File: src/design/gwsu_ram.sv
// Generic single-write, single-read RAM with registered read data.
`default_nettype none

module gwsu_ram #(
	parameter int WIDTH = 8,
	parameter int DEPTH = 64
) (
	input  wire logic                                   clk,
	input  wire logic                                   we,
	input  wire logic [(DEPTH > 1 ? $clog2(DEPTH) : 1)-1:0] waddr,
	input  wire logic [WIDTH-1:0]                       wdata,
	input  wire logic                                   re,
	input  wire logic [(DEPTH > 1 ? $clog2(DEPTH) : 1)-1:0] raddr,
	output logic      [WIDTH-1:0]                       rdata
);

	logic [WIDTH-1:0] mem_q [DEPTH];

	always_ff @(posedge clk) begin
		if (we) begin
			mem_q[waddr] <= wdata;
		end
		if (re) begin
			rdata <= mem_q[raddr];
		end
	end

endmodule

`default_nettype wire

File: config.mk
export PLATFORM = sky130hd
export DESIGN_NAME = gwsu_ram
export DESIGN_NICKNAME = d
export VERILOG_FILES = /design/src/design/gwsu_ram.sv
export SDC_FILE = /design/constraint.sdc
export NUM_CORES = 1
export LEC_CHECK = 0
export ABC_AREA = 1
export BUFFER_PORTS_ARGS = -buffer_cell sky130_fd_sc_hd__buf_4
export CORE_AREA = 2 2 213 215
export CTS_CLUSTER_DIAMETER = 50
export DETAILED_ROUTE_END_ITERATION = 6
export DIE_AREA = 0 0 215 217
export GPL_TIMING_DRIVEN = 0
export HOLD_SLACK_MARGIN = 0.02
export PLACE_DENSITY = 0.65
export REMOVE_ABC_BUFFERS = 1
export SYNTH_ARGS = -nofsm -noshare
export SYNTH_HDL_FRONTEND = slang
export SYNTH_SLANG_ARGS = --single-unit
export TNS_END_PERCENT = 20
File: constraint.sdc
create_clock -name clk -period 3.7 [get_ports clk]
set_input_delay 0.185 -clock clk [delete_from_list [all_inputs] [get_ports clk]]
set_output_delay 0.185 -clock clk [all_outputs]
set_load 0.01 [all_outputs]
==> impl_results.html, run 1 <==
<table>
<tr><th>Metric</th><th>Value</th></tr>
<tr><th colspan="2">Placement</th></tr>
<tr><td>DP Area</td><td>~22,000 um^2</td></tr>
<tr><td>Setup slack at placement</td><td>~0.68 ns</td></tr>
<tr><td>Number of I/O port buffers</td><td>30</td></tr>
<tr><td>GP Congestion</td><td>around 0.86</td></tr>
<tr><td>Sum of net half-perimeters after detailed placement</td><td>between 20 and 30 mm</td></tr>
<tr><th colspan="2">Global route</th></tr>
<tr><td>Gr ovfl total</td><td>0</td></tr>
<tr><td>Number of antenna violations at the first check in global routing</td><td>0</td></tr>
<tr><td>Number of global-route vias before repair</td><td>12,680</td></tr>
<tr><td>Wire length of the first global-routing pass</td><td>between 70 and 80 mm</td></tr>
<tr><td>Pin count of the biggest net entering global routing</td><td>~160</td></tr>
<tr><td>All-layer global routing usage</td><td>0.2152</td></tr>
<tr><th colspan="2">Worst setup path</th></tr>
<tr><td>Worst setup slack for register-to-register paths</td><td>between 2 and 2.5 ns</td></tr>
<tr><td>Worst Setup Path Type</td><td>in -&gt; reg</td></tr>
<tr><td>Crit path from</td><td>waddr[1]</td></tr>
<tr><td>Biggest cell delay along the critical path</td><td>a little over 1 ns</td></tr>
<tr><td>Maximum fanout count along the critical path</td><td>9</td></tr>
<tr><td>Reg-to-reg startpoint</td><td>mem_q[50][6]</td></tr>
<tr><td>Worst setup path endpoint</td><td>mem_q[45][4]</td></tr>
<tr><td>Crit path required time</td><td>slightly below 4 ns</td></tr>
<tr><td>Number of cells traversed by the worst register-to-register path</td><td>8</td></tr>
<tr><td>Cells traversed along the worst timing path</td><td>dlygate4sd3_1 -&gt; buf_4 -&gt; inv_1 -&gt; nand4_1 -&gt; nor2_1</td></tr>
<tr><td>Startpoint class of the critical path</td><td>input pin</td></tr>
<tr><td>Data arrival time of the critical path</td><td>~3 ns</td></tr>
<tr><td>Element type at the critical path end</td><td>flop</td></tr>
<tr><td>R2R Path End</td><td>rdata[6]</td></tr>
<tr><td>Highest-delay cell along the critical path</td><td>sky130_fd_sc_hd__nor2_1</td></tr>
<tr><th colspan="2">STA</th></tr>
<tr><td>Max Transition Viols Final</td><td>0</td></tr>
<tr><td>Number of hold violations in the final report</td><td>0</td></tr>
<tr><td>Worst slew slack as a fraction of its limit</td><td>0.2190</td></tr>
<tr><td>Final Cycle Share</td><td>0.7364</td></tr>
<tr><td>Min Clock Period, post-route</td><td>2.725 ns</td></tr>
<tr><td>Hold slack</td><td>0.05360 ns</td></tr>
<tr><td>Worst Setup Slack, final</td><td>roughly 0.98 ns</td></tr>
<tr><td>Least-Margin Pin Slew</td><td>about 1.2 ns</td></tr>
<tr><td>Achievable clock frequency</td><td>~370 MHz</td></tr>
<tr><td>Worst clock skew on the final layout</td><td>0.01208 ns</td></tr>
<tr><td>Count of final setup violators</td><td>0</td></tr>
<tr><td>Setup repair after global routing missed its margin</td><td>no</td></tr>
<tr><th colspan="2">Floorplan</th></tr>
<tr><td>Starting density of the core</td><td>0.4792</td></tr>
<tr><td>Placement Rows</td><td>78</td></tr>
<tr><td>Boundary Pins</td><td>31</td></tr>
<tr><td>Floorplan die height</td><td>between 200 and 250 um</td></tr>
<tr><td>Area of the placeable core</td><td>around 45,000 um^2</td></tr>
<tr><td>X dimension of the die</td><td>approximately 220 um</td></tr>
<tr><td>Die outline area</td><td>46,660 um^2</td></tr>
<tr><th colspan="2">Routing</th></tr>
<tr><td>Total Wirelength</td><td>around 50 mm</td></tr>
<tr><td>Routed via count divided by cell count</td><td>~5.6</td></tr>
<tr><td>First-pass iteration count of the detailed router</td><td>7</td></tr>
<tr><td># DRC</td><td>0</td></tr>
<tr><td>Residual antenna-violating net count after detailed routing</td><td>0</td></tr>
<tr><td>DRC violation total after the first TritonRoute iteration</td><td>between 1,000 and 1,500</td></tr>
<tr><td>Routed len/inst</td><td>between 20 and 25 um</td></tr>
<tr><td>Vias after detailed routing</td><td>about 14,000</td></tr>
<tr><th colspan="2">Power and ir drop</th></tr>
<tr><td>Max VDD drop</td><td>roughly 0.32 mV</td></tr>
<tr><td>Leakage power</td><td>~8.4 nW</td></tr>
<tr><td>Power density normalized to cell area</td><td>roughly 530 nW/um^2</td></tr>
<tr><th colspan="2">Clock network</th></tr>
<tr><td>Clock Pin Slew Worst Setup and Hold Paths</td><td>around 0.060 ns</td></tr>
<tr><td>Number of gates resized after cts</td><td>0</td></tr>
<tr><td>Number of buffers created by CTS</td><td>54</td></tr>
<tr><td>CTS Root Cell</td><td>sky130_fd_sc_hd__clkbuf_16</td></tr>
<tr><td>Number of H-tree branching levels</td><td>2</td></tr>
<tr><td>Clock Tree Buf Depth</td><td>3</td></tr>
<tr><td>Post-CTS Setup Bufs</td><td>0</td></tr>
<tr><td>Number of clock sinks</td><td>between 500 and 600</td></tr>
<tr><td>CTS tree</td><td>done</td></tr>
<tr><td>Source-to-sink clock delay at the later pin of the worst-skew pair</td><td>about 0.6 ns</td></tr>
<tr><th colspan="2">Yosys</th></tr>
<tr><td>Count of state elements after synthesis</td><td>520</td></tr>
<tr><td>Share of the synthesized area in the top cell type</td><td>0.7290</td></tr>
<tr><td>Netlist area before placement</td><td>around 21,000 um^2</td></tr>
<tr><td>Synth top area cells</td><td>sky130_fd_sc_hd__edfxtp_1, sky130_fd_sc_hd__nand2_1, sky130_fd_sc_hd__nand3_1</td></tr>
<tr><td>Share of the yosys chip area belonging to registers</td><td>0.7290</td></tr>
<tr><td>Count of warnings emitted by yosys</td><td>0</td></tr>
<tr><td>Synthesized netlist cell count</td><td>about 1,800</td></tr>
<tr><td>Unique masters post-synth</td><td>15</td></tr>
<tr><td>Cell type contributing the most total cell area after synthesis</td><td>sky130_fd_sc_hd__edfxtp_1</td></tr>
<tr><td>Mapped Avg Cell Area</td><td>around 12 um^2</td></tr>
<tr><th colspan="2">Worst hold path</th></tr>
<tr><td>Hold path startpoint</td><td>raddr[5]</td></tr>
<tr><td>HP Class</td><td>in -&gt; reg</td></tr>
<tr><th colspan="2">Final layout</th></tr>
<tr><td>Share of post-route cells with drive strength above 1</td><td>0.06550</td></tr>
<tr><td>Post-route standard cell area excluding fillers</td><td>roughly 24,000 um^2</td></tr>
<tr><td>Layout net count</td><td>1,818</td></tr>
<tr><td>Area Growth Syn to Fin</td><td>10.15%</td></tr>
<tr><td>Count of filler cells inserted in the layout</td><td>between 3,000 and 4,000</td></tr>
<tr><th colspan="2">Status</th></tr>
<tr><td>Result of the run</td><td>completed</td></tr>
<tr><th colspan="2">Job</th></tr>
<tr><td>Count of maximum capacitance violations</td><td>0</td></tr>
</table>
-- power breakdown --
part,switching [mW],total (mW),internal [mW]
registers,0.0104,6.55,6.54
clock network,2.14,5.28,3.13
logic,0.556,0.741,0.185
total,2.71,12.6,9.85
-- cells in the final DEF, fill, tap and decap left out, types with 5 or more instances in the layout --
master	synthesis	final
sky130_fd_sc_hd__nand3_1	439	439
sky130_fd_sc_hd__edfxtp_1	520	520
sky130_fd_sc_hd__bufinv_16	0	5
sky130_fd_sc_hd__clkinv_1	0	11
sky130_fd_sc_hd__nand2_1	648	648
sky130_fd_sc_hd__clkbuf_1	15	15
sky130_fd_sc_hd__nand4_1	9	9
sky130_fd_sc_hd__nor2_1	56	56
sky130_fd_sc_hd__nor4_2	0	8
sky130_fd_sc_hd__clkbuf_16	0	57
sky130_fd_sc_hd__buf_4	14	36
sky130_fd_sc_hd__dlygate4sd3_1	0	5
sky130_fd_sc_hd__inv_1	10	9
-- worst min path at each step --
stage,endpoint,slack (ns),cells past startpoint
floorplan,mem_q[0][0],0.28,0
global placement,rdata[2],0.46,1
detailed placement,rdata[2],0.47,1
CTS,rdata[3],0.02,3
global route,rdata[1],0.03,3
finish,rdata[2],0.05,3
-- layer usage --
metal	GRT usage	wire, um	up-vias
met5	0	0	-
met4	0.06552	1260	0
met3	0.04375	3915	94
met2	0.3376	23370	507
met1	0.3059	21480	6600
li1	-	-	6337
-- cells in the mapped netlist --
cell	count
sky130_fd_sc_hd__buf_1	10
sky130_fd_sc_hd__clkbuf_1	15
sky130_fd_sc_hd__nor2_1	56
sky130_fd_sc_hd__nor4_1	8
sky130_fd_sc_hd__buf_6	35
sky130_fd_sc_hd__inv_1	10
sky130_fd_sc_hd__nand2_1	648
sky130_fd_sc_hd__nand4_1	9
sky130_fd_sc_hd__buf_4	14
sky130_fd_sc_hd__buf_8	2
sky130_fd_sc_hd__buf_2	37
sky130_fd_sc_hd__inv_2	1
sky130_fd_sc_hd__inv_6	1
sky130_fd_sc_hd__nand3_1	439
sky130_fd_sc_hd__edfxtp_1	520
-- stage by stage --
step / std cells / setup TNS, ns / util / total power, mW
2_1_floorplan: 1692 / 0 / - / 7.002
3_3_place_gp: 2322 / -20.69 / 0.4830 / 7.390
3_5_place_dp: 2334 / 0 / 0.4885 / 7.399
4_1_cts: 2432 / 0 / 0.5278 / 12.62
5_1_grt: 2432 / 0 / 0.5278 / 12.93
6_report: 2433 / 0 / 0.5279 / 12.56
-- registers in the layout, indices dropped and copies added (netlist names) --
register,flops
rdata,8
mem_q,512
-- worst max-delay path: cells and delay by family --
| kind | cells | cell delay [ns] |
|---|---|---|
| and+or+nand+nor | 2 | 1.75 |
| buffers and inverters | 3 | 1.00 |
-- area by class of cell --
type                    count  area [um^2]  area share
clock inverters            21        225.2    0.009546
flip-flops and latches    520        15620      0.6618
well taps                 600        750.7     0.03182
multi-input cells        1160         4996      0.2118
clock buffers              72         1483     0.06284
diodes                      1        2.502   0.0001061
repair buffers             47        456.7     0.01936
inverters                  12        65.06    0.002758
-- kinds of logic after synthesis --
| family | share of synthesized area |
|---|---|
| DFF | 0.7290 |
| and+or+nand+nor | 0.2309 |
| buffers and inverters | 0.04007 |
-- timing repair --
| item | CTS | global route |
|---|---|---|
| setup endpoints to repair | 0 | 0 |
| endpoints found under the hold margin | 26 | 0 |
| hold buffers | 5 | 0 |
Note: power is estimated with default switching activity, not from simulation.
==> run 2: changes to the inputs <==
- ABC_AREA: 1 -> 0
- CORE_AREA: 2 2 213 215 -> 2 2 207 209
- DIE_AREA: 0 0 215 217 -> 0 0 209 211
- clock period: 3.7 -> 2.6 ns (I/O delays scaled with it)
==> impl_results.html, run 2 <==
<table>
<tr><th>Metric</th><th>Value</th></tr>
<tr><th colspan="2">STA</th></tr>
<tr><td>Min Clock Period, post-route</td><td>between 2 and 2.5 ns</td></tr>
<tr><td>Worst Setup Slack, final</td><td>~0.12 ns</td></tr>
<tr><td>Worst slew slack as a fraction of its limit</td><td>0.1092</td></tr>
<tr><td>Final Cycle Share</td><td>0.9557</td></tr>
<tr><td>Achievable clock frequency</td><td>just over 400 MHz</td></tr>
<tr><td>Max Transition Viols Final</td><td>0</td></tr>
<tr><td>Worst clock skew on the final layout</td><td>approximately 0.014 ns</td></tr>
<tr><td>Hold slack</td><td>approximately 0.11 ns</td></tr>
<tr><td>Setup repair after global routing missed its margin</td><td>no</td></tr>
<tr><td>Least-Margin Pin Slew</td><td>~1.3 ns</td></tr>
<tr><td>Count of final setup violators</td><td>0</td></tr>
<tr><td>Number of hold violations in the final report</td><td>0</td></tr>
<tr><th colspan="2">Final layout</th></tr>
<tr><td>Number of flip-flops in the largest register</td><td>around 500</td></tr>
<tr><td>Multi-input gate area</td><td>4315 um^2</td></tr>
<tr><td>Sequential Area</td><td>15,620 um^2</td></tr>
<tr><td>Layout net count</td><td>998</td></tr>
<tr><td>Leading cell type in the layout, fill and taps excluded</td><td>sky130_fd_sc_hd__edfxtp_1</td></tr>
<tr><td>Registers with the most flip-flops</td><td>mem_q (512), rdata (8)</td></tr>
<tr><td>Post-layout utilization of the core</td><td>0.5390</td></tr>
<tr><td>Most frequent cells in the layout</td><td>sky130_fd_sc_hd__edfxtp_1, sky130_fd_sc_hd__mux4_2, sky130_fd_sc_hd__nor2_1</td></tr>
<tr><td>Share of post-route cells with drive strength above 1</td><td>0.2387</td></tr>
<tr><td>Antenna diode instance count</td><td>0</td></tr>
<tr><td>Register with the most flip-flops</td><td>mem_q</td></tr>
<tr><td>Area Growth Syn to Fin</td><td>11.17%</td></tr>
<tr><td>Post-route standard cell area excluding fillers</td><td>between 20,000 and 25,000 um^2</td></tr>
<tr><td>Count of filler cells inserted in the layout</td><td>~3,100</td></tr>
<tr><th colspan="2">Placement</th></tr>
<tr><td>Sum of net half-perimeters after detailed placement</td><td>roughly 24 mm</td></tr>
<tr><td>GP Congestion</td><td>roughly 0.77</td></tr>
<tr><td>DP Area</td><td>~21,000 um^2</td></tr>
<tr><td>Number of I/O port buffers</td><td>30</td></tr>
<tr><td>Setup slack at placement</td><td>-0.8560 ns</td></tr>
<tr><th colspan="2">Worst hold path</th></tr>
<tr><td>Hold worst-path end</td><td>mem_q[51][5]</td></tr>
<tr><td>Hold path startpoint</td><td>wdata[5]</td></tr>
<tr><td>Depth of the worst hold-timing path</td><td>1</td></tr>
<tr><td>HP Class</td><td>in -&gt; reg</td></tr>
<tr><th colspan="2">Global route</th></tr>
<tr><td>Wire length of the first global-routing pass</td><td>around 63 mm</td></tr>
<tr><td>GR Util met2</td><td>0.3189</td></tr>
<tr><td>All-layer global routing usage</td><td>0.1958</td></tr>
<tr><td>Gr ovfl total</td><td>0</td></tr>
<tr><td>Global-route met1 utilization</td><td>0.2822</td></tr>
<tr><td>Met3 Usage GRT</td><td>0.02646</td></tr>
<tr><td>Most used routing layer in global routing</td><td>met2</td></tr>
<tr><td>Pin count of the biggest net entering global routing</td><td>80</td></tr>
<tr><td>Number of antenna violations at the first check in global routing</td><td>0</td></tr>
<tr><td>Number of global-route vias before repair</td><td>9,481</td></tr>
<tr><th colspan="2">Routing</th></tr>
<tr><td>Routed len/inst</td><td>approximately 27 um</td></tr>
<tr><td>Total Wirelength</td><td>between 40 and 50 mm</td></tr>
<tr><td>First-pass iteration count of the detailed router</td><td>5</td></tr>
<tr><td>DRC violation total after the first TritonRoute iteration</td><td>around 960</td></tr>
<tr><td># DRC</td><td>0</td></tr>
<tr><td>Residual antenna-violating net count after detailed routing</td><td>0</td></tr>
<tr><td>Vias after detailed routing</td><td>roughly 9,400</td></tr>
<tr><td>Routed via count divided by cell count</td><td>slightly above 6</td></tr>
<tr><th colspan="2">Worst setup path</th></tr>
<tr><td>Cells traversed along the worst timing path</td><td>buf_12 -&gt; buf_16 -&gt; mux4_2 -&gt; mux2_2 -&gt; o221a_2 -&gt; nor3_1 -&gt; o32ai_1</td></tr>
<tr><td>Reg-to-reg startpoint</td><td>mem_q[29][4]</td></tr>
<tr><td>Biggest cell delay along the critical path</td><td>around 0.58 ns</td></tr>
<tr><td>Worst Setup Path Type</td><td>in -&gt; reg</td></tr>
<tr><td>Startpoint class of the critical path</td><td>input pin</td></tr>
<tr><td>Element type at the critical path end</td><td>flop</td></tr>
<tr><td>Highest-delay cell along the critical path</td><td>sky130_fd_sc_hd__mux4_2</td></tr>
<tr><td>R2R Path End</td><td>rdata[4]</td></tr>
<tr><td>Data arrival time of the critical path</td><td>between 2 and 3 ns</td></tr>
<tr><td>Maximum fanout count along the critical path</td><td>66</td></tr>
<tr><td>Number of cells traversed by the worst register-to-register path</td><td>5</td></tr>
<tr><td>Worst setup slack for register-to-register paths</td><td>around 0.18 ns</td></tr>
<tr><td>Crit path required time</td><td>approximately 2.9 ns</td></tr>
<tr><th colspan="2">Power and ir drop</th></tr>
<tr><td>Overall power</td><td>between 15 and 20 mW</td></tr>
<tr><td>Power density normalized to cell area</td><td>approximately 760 nW/um^2</td></tr>
<tr><td>Leakage power</td><td>~6.9 nW</td></tr>
<tr><td>Max VDD drop</td><td>about 0.53 mV</td></tr>
<tr><th colspan="2">Yosys</th></tr>
<tr><td>Synth top area cells</td><td>sky130_fd_sc_hd__edfxtp_1, sky130_fd_sc_hd__mux4_2, sky130_fd_sc_hd__nor2_1</td></tr>
<tr><td>Most instantiated flip-flop cell in the synthesis netlist</td><td>sky130_fd_sc_hd__edfxtp_1</td></tr>
<tr><td>Netlist area before placement</td><td>just over 20,000 um^2</td></tr>
<tr><td>Library cell with the highest instance count after synthesis</td><td>sky130_fd_sc_hd__edfxtp_1</td></tr>
<tr><td>Share of the yosys chip area belonging to registers</td><td>0.7712</td></tr>
<tr><td>Synthesized netlist cell count</td><td>940</td></tr>
<tr><td>Share of the synthesized area in the top cell type</td><td>0.7712</td></tr>
<tr><td>Number of synthesized flops with an enable pin</td><td>520</td></tr>
<tr><td>Cell type contributing the most total cell area after synthesis</td><td>sky130_fd_sc_hd__edfxtp_1</td></tr>
<tr><td>Count of warnings emitted by yosys</td><td>0</td></tr>
<tr><td>Unique masters post-synth</td><td>39</td></tr>
<tr><td>Share of flip-flops with an asynchronous set or reset after synthesis</td><td>0</td></tr>
<tr><td>Count of state elements after synthesis</td><td>520</td></tr>
<tr><td>Mapped Avg Cell Area</td><td>between 20 and 25 um^2</td></tr>
<tr><td>Most common library cells after synthesis</td><td>sky130_fd_sc_hd__edfxtp_1, sky130_fd_sc_hd__mux4_2, sky130_fd_sc_hd__nor2_1, sky130_fd_sc_hd__mux2i_1, sky130_fd_sc_hd__nand2_1</td></tr>
<tr><th colspan="2">Clock network</th></tr>
<tr><td>Number of clock sinks</td><td>520</td></tr>
<tr><td>CTS tree</td><td>done</td></tr>
<tr><td>CTS Root Cell</td><td>sky130_fd_sc_hd__clkbuf_16</td></tr>
<tr><td>Clock Tree Buf Depth</td><td>3</td></tr>
<tr><td>Post-CTS Setup Bufs</td><td>0</td></tr>
<tr><td>Source-to-sink clock delay at the later pin of the worst-skew pair</td><td>roughly 0.56 ns</td></tr>
<tr><td>Number of buffers created by CTS</td><td>49</td></tr>
<tr><td>Clock Pin Slew Worst Setup and Hold Paths</td><td>0.06 ns</td></tr>
<tr><td>Number of H-tree branching levels</td><td>2</td></tr>
<tr><th colspan="2">Status</th></tr>
<tr><td>Result of the run</td><td>completed</td></tr>
<tr><th colspan="2">Floorplan</th></tr>
<tr><td>Die outline area</td><td>44,100 um^2</td></tr>
<tr><td>X dimension of the die</td><td>209 um</td></tr>
<tr><td>Placement Rows</td><td>75</td></tr>
<tr><td>Boundary Pins</td><td>31</td></tr>
<tr><td>Floorplan die height</td><td>211 um</td></tr>
<tr><td>Starting density of the core</td><td>0.4849</td></tr>
<tr><td>Area of the placeable core</td><td>41,760 um^2</td></tr>
<tr><th colspan="2">Job</th></tr>
<tr><td>Count of maximum capacitance violations</td><td>0</td></tr>
</table>
-- run 2: cell types whose count changed after synthesis, moves of 8 or more --
cell and change:
sky130_fd_sc_hd__nor2b_1 +14, sky130_fd_sc_hd__buf_2 -26, sky130_fd_sc_hd__mux2_2 +13, sky130_fd_sc_hd__o221ai_1 +8
sky130_fd_sc_hd__nor2_1 +27, sky130_fd_sc_hd__o22ai_1 +8, sky130_fd_sc_hd__inv_1 -10, sky130_fd_sc_hd__mux2i_1 +23
sky130_fd_sc_hd__buf_6 -31, sky130_fd_sc_hd__mux4_2 +126, sky130_fd_sc_hd__nand3_1 -426, sky130_fd_sc_hd__nand2_1 -629
-- run 2: timing repair --
action / 4_1_cts / 5_1_grt
hold endpoints to repair: 9 / 0
hold buffers: 2 / 0
resized for setup: 1 / 0
endpoints found under the setup margin: 2 / 0
-- run 2: through the flow --
| step | std cells | setup TNS, ns |
|---|---|---|
| after global routing | 1553 | 0 |
| after global placement | 1458 | -12.67 |
| after CTS | 1553 | 0 |
| after floorplan | 889 | 0 |
| after detailed placement | 1460 | -4.170 |
| final | 1553 | 0 |
-- run 2: how the worst max path moves through the flow --
stage	start	to	slack, ns	depth (start not counted)
global route	raddr[0]	rdata[4]	0.06	7
CTS	raddr[0]	rdata[4]	0.1	7
global placement	raddr[0]	rdata[4]	-1.85	6
floorplan	mem_q[29][4]	rdata[4]	0.78	5
detailed placement	raddr[0]	rdata[4]	-0.86	7
finish	raddr[0]	rdata[4]	0.12	7
-- run 2: report_power, final --
| part | internal, mW | switching [mW] |
|---|---|---|
| sequential | 9.30 | 0.0175 |
| combinational | 0.326 | 0.521 |
| clock | 3.96 | 2.94 |
-- run 2: cell type report --
cell class | count | share of cell area
tap | 539 | 0.02996
clock inverter | 33 | 0.01140
timing repair buffer | 35 | 0.01551
sequential | 520 | 0.6937
multi-input combinational | 369 | 0.1917
clock buffer | 57 | 0.05770
-- run 2: metal layers --
layer / up-vias / routed length, um
li1: 4017 / -
met5: - / 0
met1: 5012 / 17940
met2: 275 / 20790
met3: 63 / 2229
met4: 0 / 872
-- run 2: cell families after synthesis --
kind of cell | synth area share
buffers and inverters | 0.01563
DFF | 0.7712
AOI/OAI and AO/OA | 0.02064
muxes | 0.1588
and+or+nand+nor | 0.03374
-- run 2: worst max-delay path, delay by kind of cell --
kind / cells / cell delay [ns]
mux: 2 / 0.88
buf+inv: 2 / 0.68
compound gates: 2 / 0.53
simple gates: 1 / 0.44
==> run 3: changes to the inputs <==
- BUFFER_PORTS_ARGS: -buffer_cell sky130_fd_sc_hd__buf_4 -> not set
- DONT_BUFFER_PORTS: not set -> 1
- PLACE_DENSITY: 0.65 -> 0.64
- SETUP_SLACK_MARGIN: not set -> 0.4
==> impl_results.html, run 3 (synthesis gave the netlist of run 2 again) <==
<table>
<tr><th>Metric</th><th>Value</th></tr>
<tr><th colspan="2">Status</th></tr>
<tr><td>Result of the run</td><td>complete, but fails checks</td></tr>
<tr><td>Violations in the final reports</td><td>hold timing</td></tr>
<tr><th colspan="2">Final layout</th></tr>
<tr><td>Number of flip-flops in the largest register</td><td>slightly above 500</td></tr>
<tr><td>Register with the most flip-flops</td><td>mem_q</td></tr>
<tr><td>Leading cell type in the layout, fill and taps excluded</td><td>sky130_fd_sc_hd__edfxtp_1</td></tr>
<tr><td>Area Growth Syn to Fin</td><td>11.25%</td></tr>
<tr><td>Count of filler cells inserted in the layout</td><td>a little over 3,000</td></tr>
<tr><td>Registers with the most flip-flops</td><td>mem_q (512), rdata (8)</td></tr>
<tr><td>Most frequent cells in the layout</td><td>sky130_fd_sc_hd__edfxtp_1, sky130_fd_sc_hd__mux4_2, sky130_fd_sc_hd__nor2_1</td></tr>
<tr><td>Antenna diode instance count</td><td>0</td></tr>
<tr><td>Share of post-route cells with drive strength above 1</td><td>0.2201</td></tr>
<tr><td>Layout net count</td><td>roughly 990</td></tr>
<tr><th colspan="2">STA</th></tr>
<tr><td>Final Cycle Share</td><td>0.8429</td></tr>
<tr><td>Min Clock Period, post-route</td><td>2.191 ns</td></tr>
<tr><td>Number of hold violations in the final report</td><td>8</td></tr>
<tr><td>Achievable clock frequency</td><td>456.3 MHz</td></tr>
<tr><td>Worst slew slack as a fraction of its limit</td><td>0.3483</td></tr>
<tr><td>Hold slack</td><td>-0.1862 ns</td></tr>
<tr><td>Least-Margin Pin Slew</td><td>between 0.9 and 1 ns</td></tr>
<tr><td>Worst clock skew on the final layout</td><td>0.01692 ns</td></tr>
<tr><td>Count of final setup violators</td><td>0</td></tr>
<tr><td>Max Transition Viols Final</td><td>0</td></tr>
<tr><td>Setup repair after global routing missed its margin</td><td>yes</td></tr>
<tr><td>Sum of negative setup slack</td><td>0 ns</td></tr>
<tr><th colspan="2">Worst setup path</th></tr>
<tr><td>Worst setup slack for register-to-register paths</td><td>about 0.4 ns</td></tr>
<tr><td>Crit path required time</td><td>2.93 ns</td></tr>
<tr><td>Cells traversed along the worst timing path</td><td>mux4_2 -&gt; nor2_1 -&gt; nor4_1 -&gt; nor3_4 -&gt; o32ai_2</td></tr>
<tr><td>Reg-to-reg startpoint</td><td>mem_q[4][6]</td></tr>
<tr><td>Data arrival time of the critical path</td><td>roughly 2.5 ns</td></tr>
<tr><td>Number of cells traversed by the worst register-to-register path</td><td>5</td></tr>
<tr><td>R2R Path End</td><td>rdata[6]</td></tr>
<tr><td>Maximum fanout count along the critical path</td><td>1</td></tr>
<tr><td>Highest-delay cell along the critical path</td><td>sky130_fd_sc_hd__nor4_1</td></tr>
<tr><td>Element type at the critical path end</td><td>flop</td></tr>
<tr><td>Startpoint class of the critical path</td><td>flop</td></tr>
<tr><td>Biggest cell delay along the critical path</td><td>between 0.8 and 0.9 ns</td></tr>
<tr><td>Worst Setup Path Type</td><td>reg -&gt; reg</td></tr>
<tr><th colspan="2">Clock network</th></tr>
<tr><td>CTS Root Cell</td><td>sky130_fd_sc_hd__clkbuf_16</td></tr>
<tr><td>CTS tree</td><td>done</td></tr>
<tr><td>Source-to-sink clock delay at the later pin of the worst-skew pair</td><td>between 0.5 and 0.6 ns</td></tr>
<tr><td>Number of buffers created by CTS</td><td>51</td></tr>
<tr><td>Clock Pin Slew Worst Setup and Hold Paths</td><td>roughly 0.06 ns</td></tr>
<tr><td>Clock Tree Buf Depth</td><td>3</td></tr>
<tr><td>CTS Hold Bufs</td><td>22</td></tr>
<tr><td>Number of H-tree branching levels</td><td>2</td></tr>
<tr><td>Number of clock sinks</td><td>520</td></tr>
<tr><th colspan="2">Placement</th></tr>
<tr><td>GP Congestion</td><td>0.7807</td></tr>
<tr><td>Sum of net half-perimeters after detailed placement</td><td>around 23 mm</td></tr>
<tr><td>Number of I/O port buffers</td><td>0</td></tr>
<tr><th colspan="2">Power and ir drop</th></tr>
<tr><td>Power density normalized to cell area</td><td>roughly 740 nW/um^2</td></tr>
<tr><td>Sequential Power Share</td><td>0.556</td></tr>
<tr><td>Switching portion of total power</td><td>0.1977</td></tr>
<tr><td>Share of power burned in combinational logic</td><td>0.040</td></tr>
<tr><td>Share of power burned in the clock network</td><td>0.403</td></tr>
<tr><td>Leakage power</td><td>6.880 nW</td></tr>
<tr><td>Max VDD drop</td><td>roughly 0.42 mV</td></tr>
<tr><td>Total net switching power</td><td>~3.3 mW</td></tr>
<tr><td>Internal power summed over all cells</td><td>approximately 13 mW</td></tr>
<tr><th colspan="2">Worst hold path</th></tr>
<tr><td>Depth of the worst hold-timing path</td><td>1</td></tr>
<tr><td>Hold path startpoint</td><td>raddr[5]</td></tr>
<tr><td>Hold worst-path end</td><td>rdata[3]</td></tr>
<tr><td>HP Class</td><td>in -&gt; reg</td></tr>
<tr><th colspan="2">Floorplan</th></tr>
<tr><td>Starting density of the core</td><td>0.4849</td></tr>
<tr><td>Boundary Pins</td><td>31</td></tr>
<tr><td>X dimension of the die</td><td>209 um</td></tr>
<tr><td>Area of the placeable core</td><td>about 42,000 um^2</td></tr>
<tr><td>Die outline area</td><td>44,100 um^2</td></tr>
<tr><td>Floorplan die height</td><td>between 200 and 250 um</td></tr>
<tr><td>Placement Rows</td><td>between 70 and 80</td></tr>
<tr><th colspan="2">Routing</th></tr>
<tr><td>First-pass iteration count of the detailed router</td><td>5</td></tr>
<tr><td># DRC</td><td>0</td></tr>
<tr><td>Residual antenna-violating net count after detailed routing</td><td>0</td></tr>
<tr><td>Routed via count divided by cell count</td><td>between 6 and 7</td></tr>
<tr><td>Routed len/inst</td><td>approximately 27 um</td></tr>
<tr><td>Vias after detailed routing</td><td>~9,300</td></tr>
<tr><td>Total Wirelength</td><td>roughly 42 mm</td></tr>
<tr><td>DRC violation total after the first TritonRoute iteration</td><td>1,016</td></tr>
<tr><th colspan="2">Global route</th></tr>
<tr><td>Number of antenna violations at the first check in global routing</td><td>0</td></tr>
<tr><td>Wire length of the first global-routing pass</td><td>62.81 mm</td></tr>
<tr><td>Number of global-route vias before repair</td><td>roughly 9,600</td></tr>
<tr><td>Gr ovfl total</td><td>0</td></tr>
<tr><td>All-layer global routing usage</td><td>0.1973</td></tr>
<tr><td>Pin count of the biggest net entering global routing</td><td>between 100 and 150</td></tr>
<tr><th colspan="2">Job</th></tr>
<tr><td>Count of maximum capacitance violations</td><td>0</td></tr>
</table>
## run 3: worst max-delay path: cells and delay by family (launching register included)
| family | cells | cell delay (ns) |
|---|---|---|
| AO/OA/AOI/OAI | 1 | 0.44 |
| AND/OR/NAND/NOR | 3 | 0.96 |
| flip-flops | 1 | 0.33 |
| multiplexers | 1 | 0.22 |
## run 3: area by class of cell
type	count	area (um^2)	area share
clock buffer	70	1390	0.06172
multi-input combinational	369	4350	0.1931
clock inverter	22	126.4	0.005610
tap	539	674.4	0.02994
timing repair buffer	23	367.9	0.01633
sequential	520	15620	0.6933
## run 3: repair_timing
item                                   in CTS  in global routing
setup endpoints to repair                   2                  2
buffers inserted                            0                  0
gates resized for setup                     4                  1
endpoints found under the hold margin     592                  8
## run 3: stage by stage
step	cells	cell area, um^2	setup WS [ns]	total power [mW]	utilization
finish	1543	22520	0.4085	16.75	0.5394
global route	1543	22520	0.3786	17.23	0.5394
CTS	1542	22510	0.3990	16.88	0.5389
detailed placement	1428	20600	0.2818	9.975	0.4934
global placement	1428	20600	0.2766	9.969	0.4934
floorplan	889	19930	0.7773	9.853	-
## run 3: worst max path at each step
stage            startpoint       end  slack, ns  cells after the start
6_report        mem_q[4][6]  rdata[6]       0.41                      5
5_1_grt         mem_q[4][6]  rdata[6]       0.38                      5
4_1_cts        mem_q[28][6]  rdata[6]       0.40                      5
3_5_place_dp   mem_q[29][4]  rdata[4]       0.28                      5
3_3_place_gp   mem_q[29][6]  rdata[6]       0.28                      5
2_1_floorplan  mem_q[29][4]  rdata[4]       0.78                      5
## run 3: routing by layer
layer,up-vias,wire (um),track usage
li1,3987,-,-
met1,4938,18120,0.2844
met2,308,20310,0.3091
met3,75,2422,0.02825
met4,0,1382,0.07857
met5,-,0,0
## run 3: power by group through the flow
| stage | clock, mW | combinational, mW | sequential (mW) |
|---|---|---|---|
| finish | 6.75 | 0.678 | 9.32 |
| global route | 7.19 | 0.720 | 9.32 |
| detailed placement | 0 | 0.477 | 9.50 |
| global placement | 0 | 0.474 | 9.50 |
| floorplan | 0 | 0.360 | 9.49 |
| CTS | 6.88 | 0.683 | 9.32 |
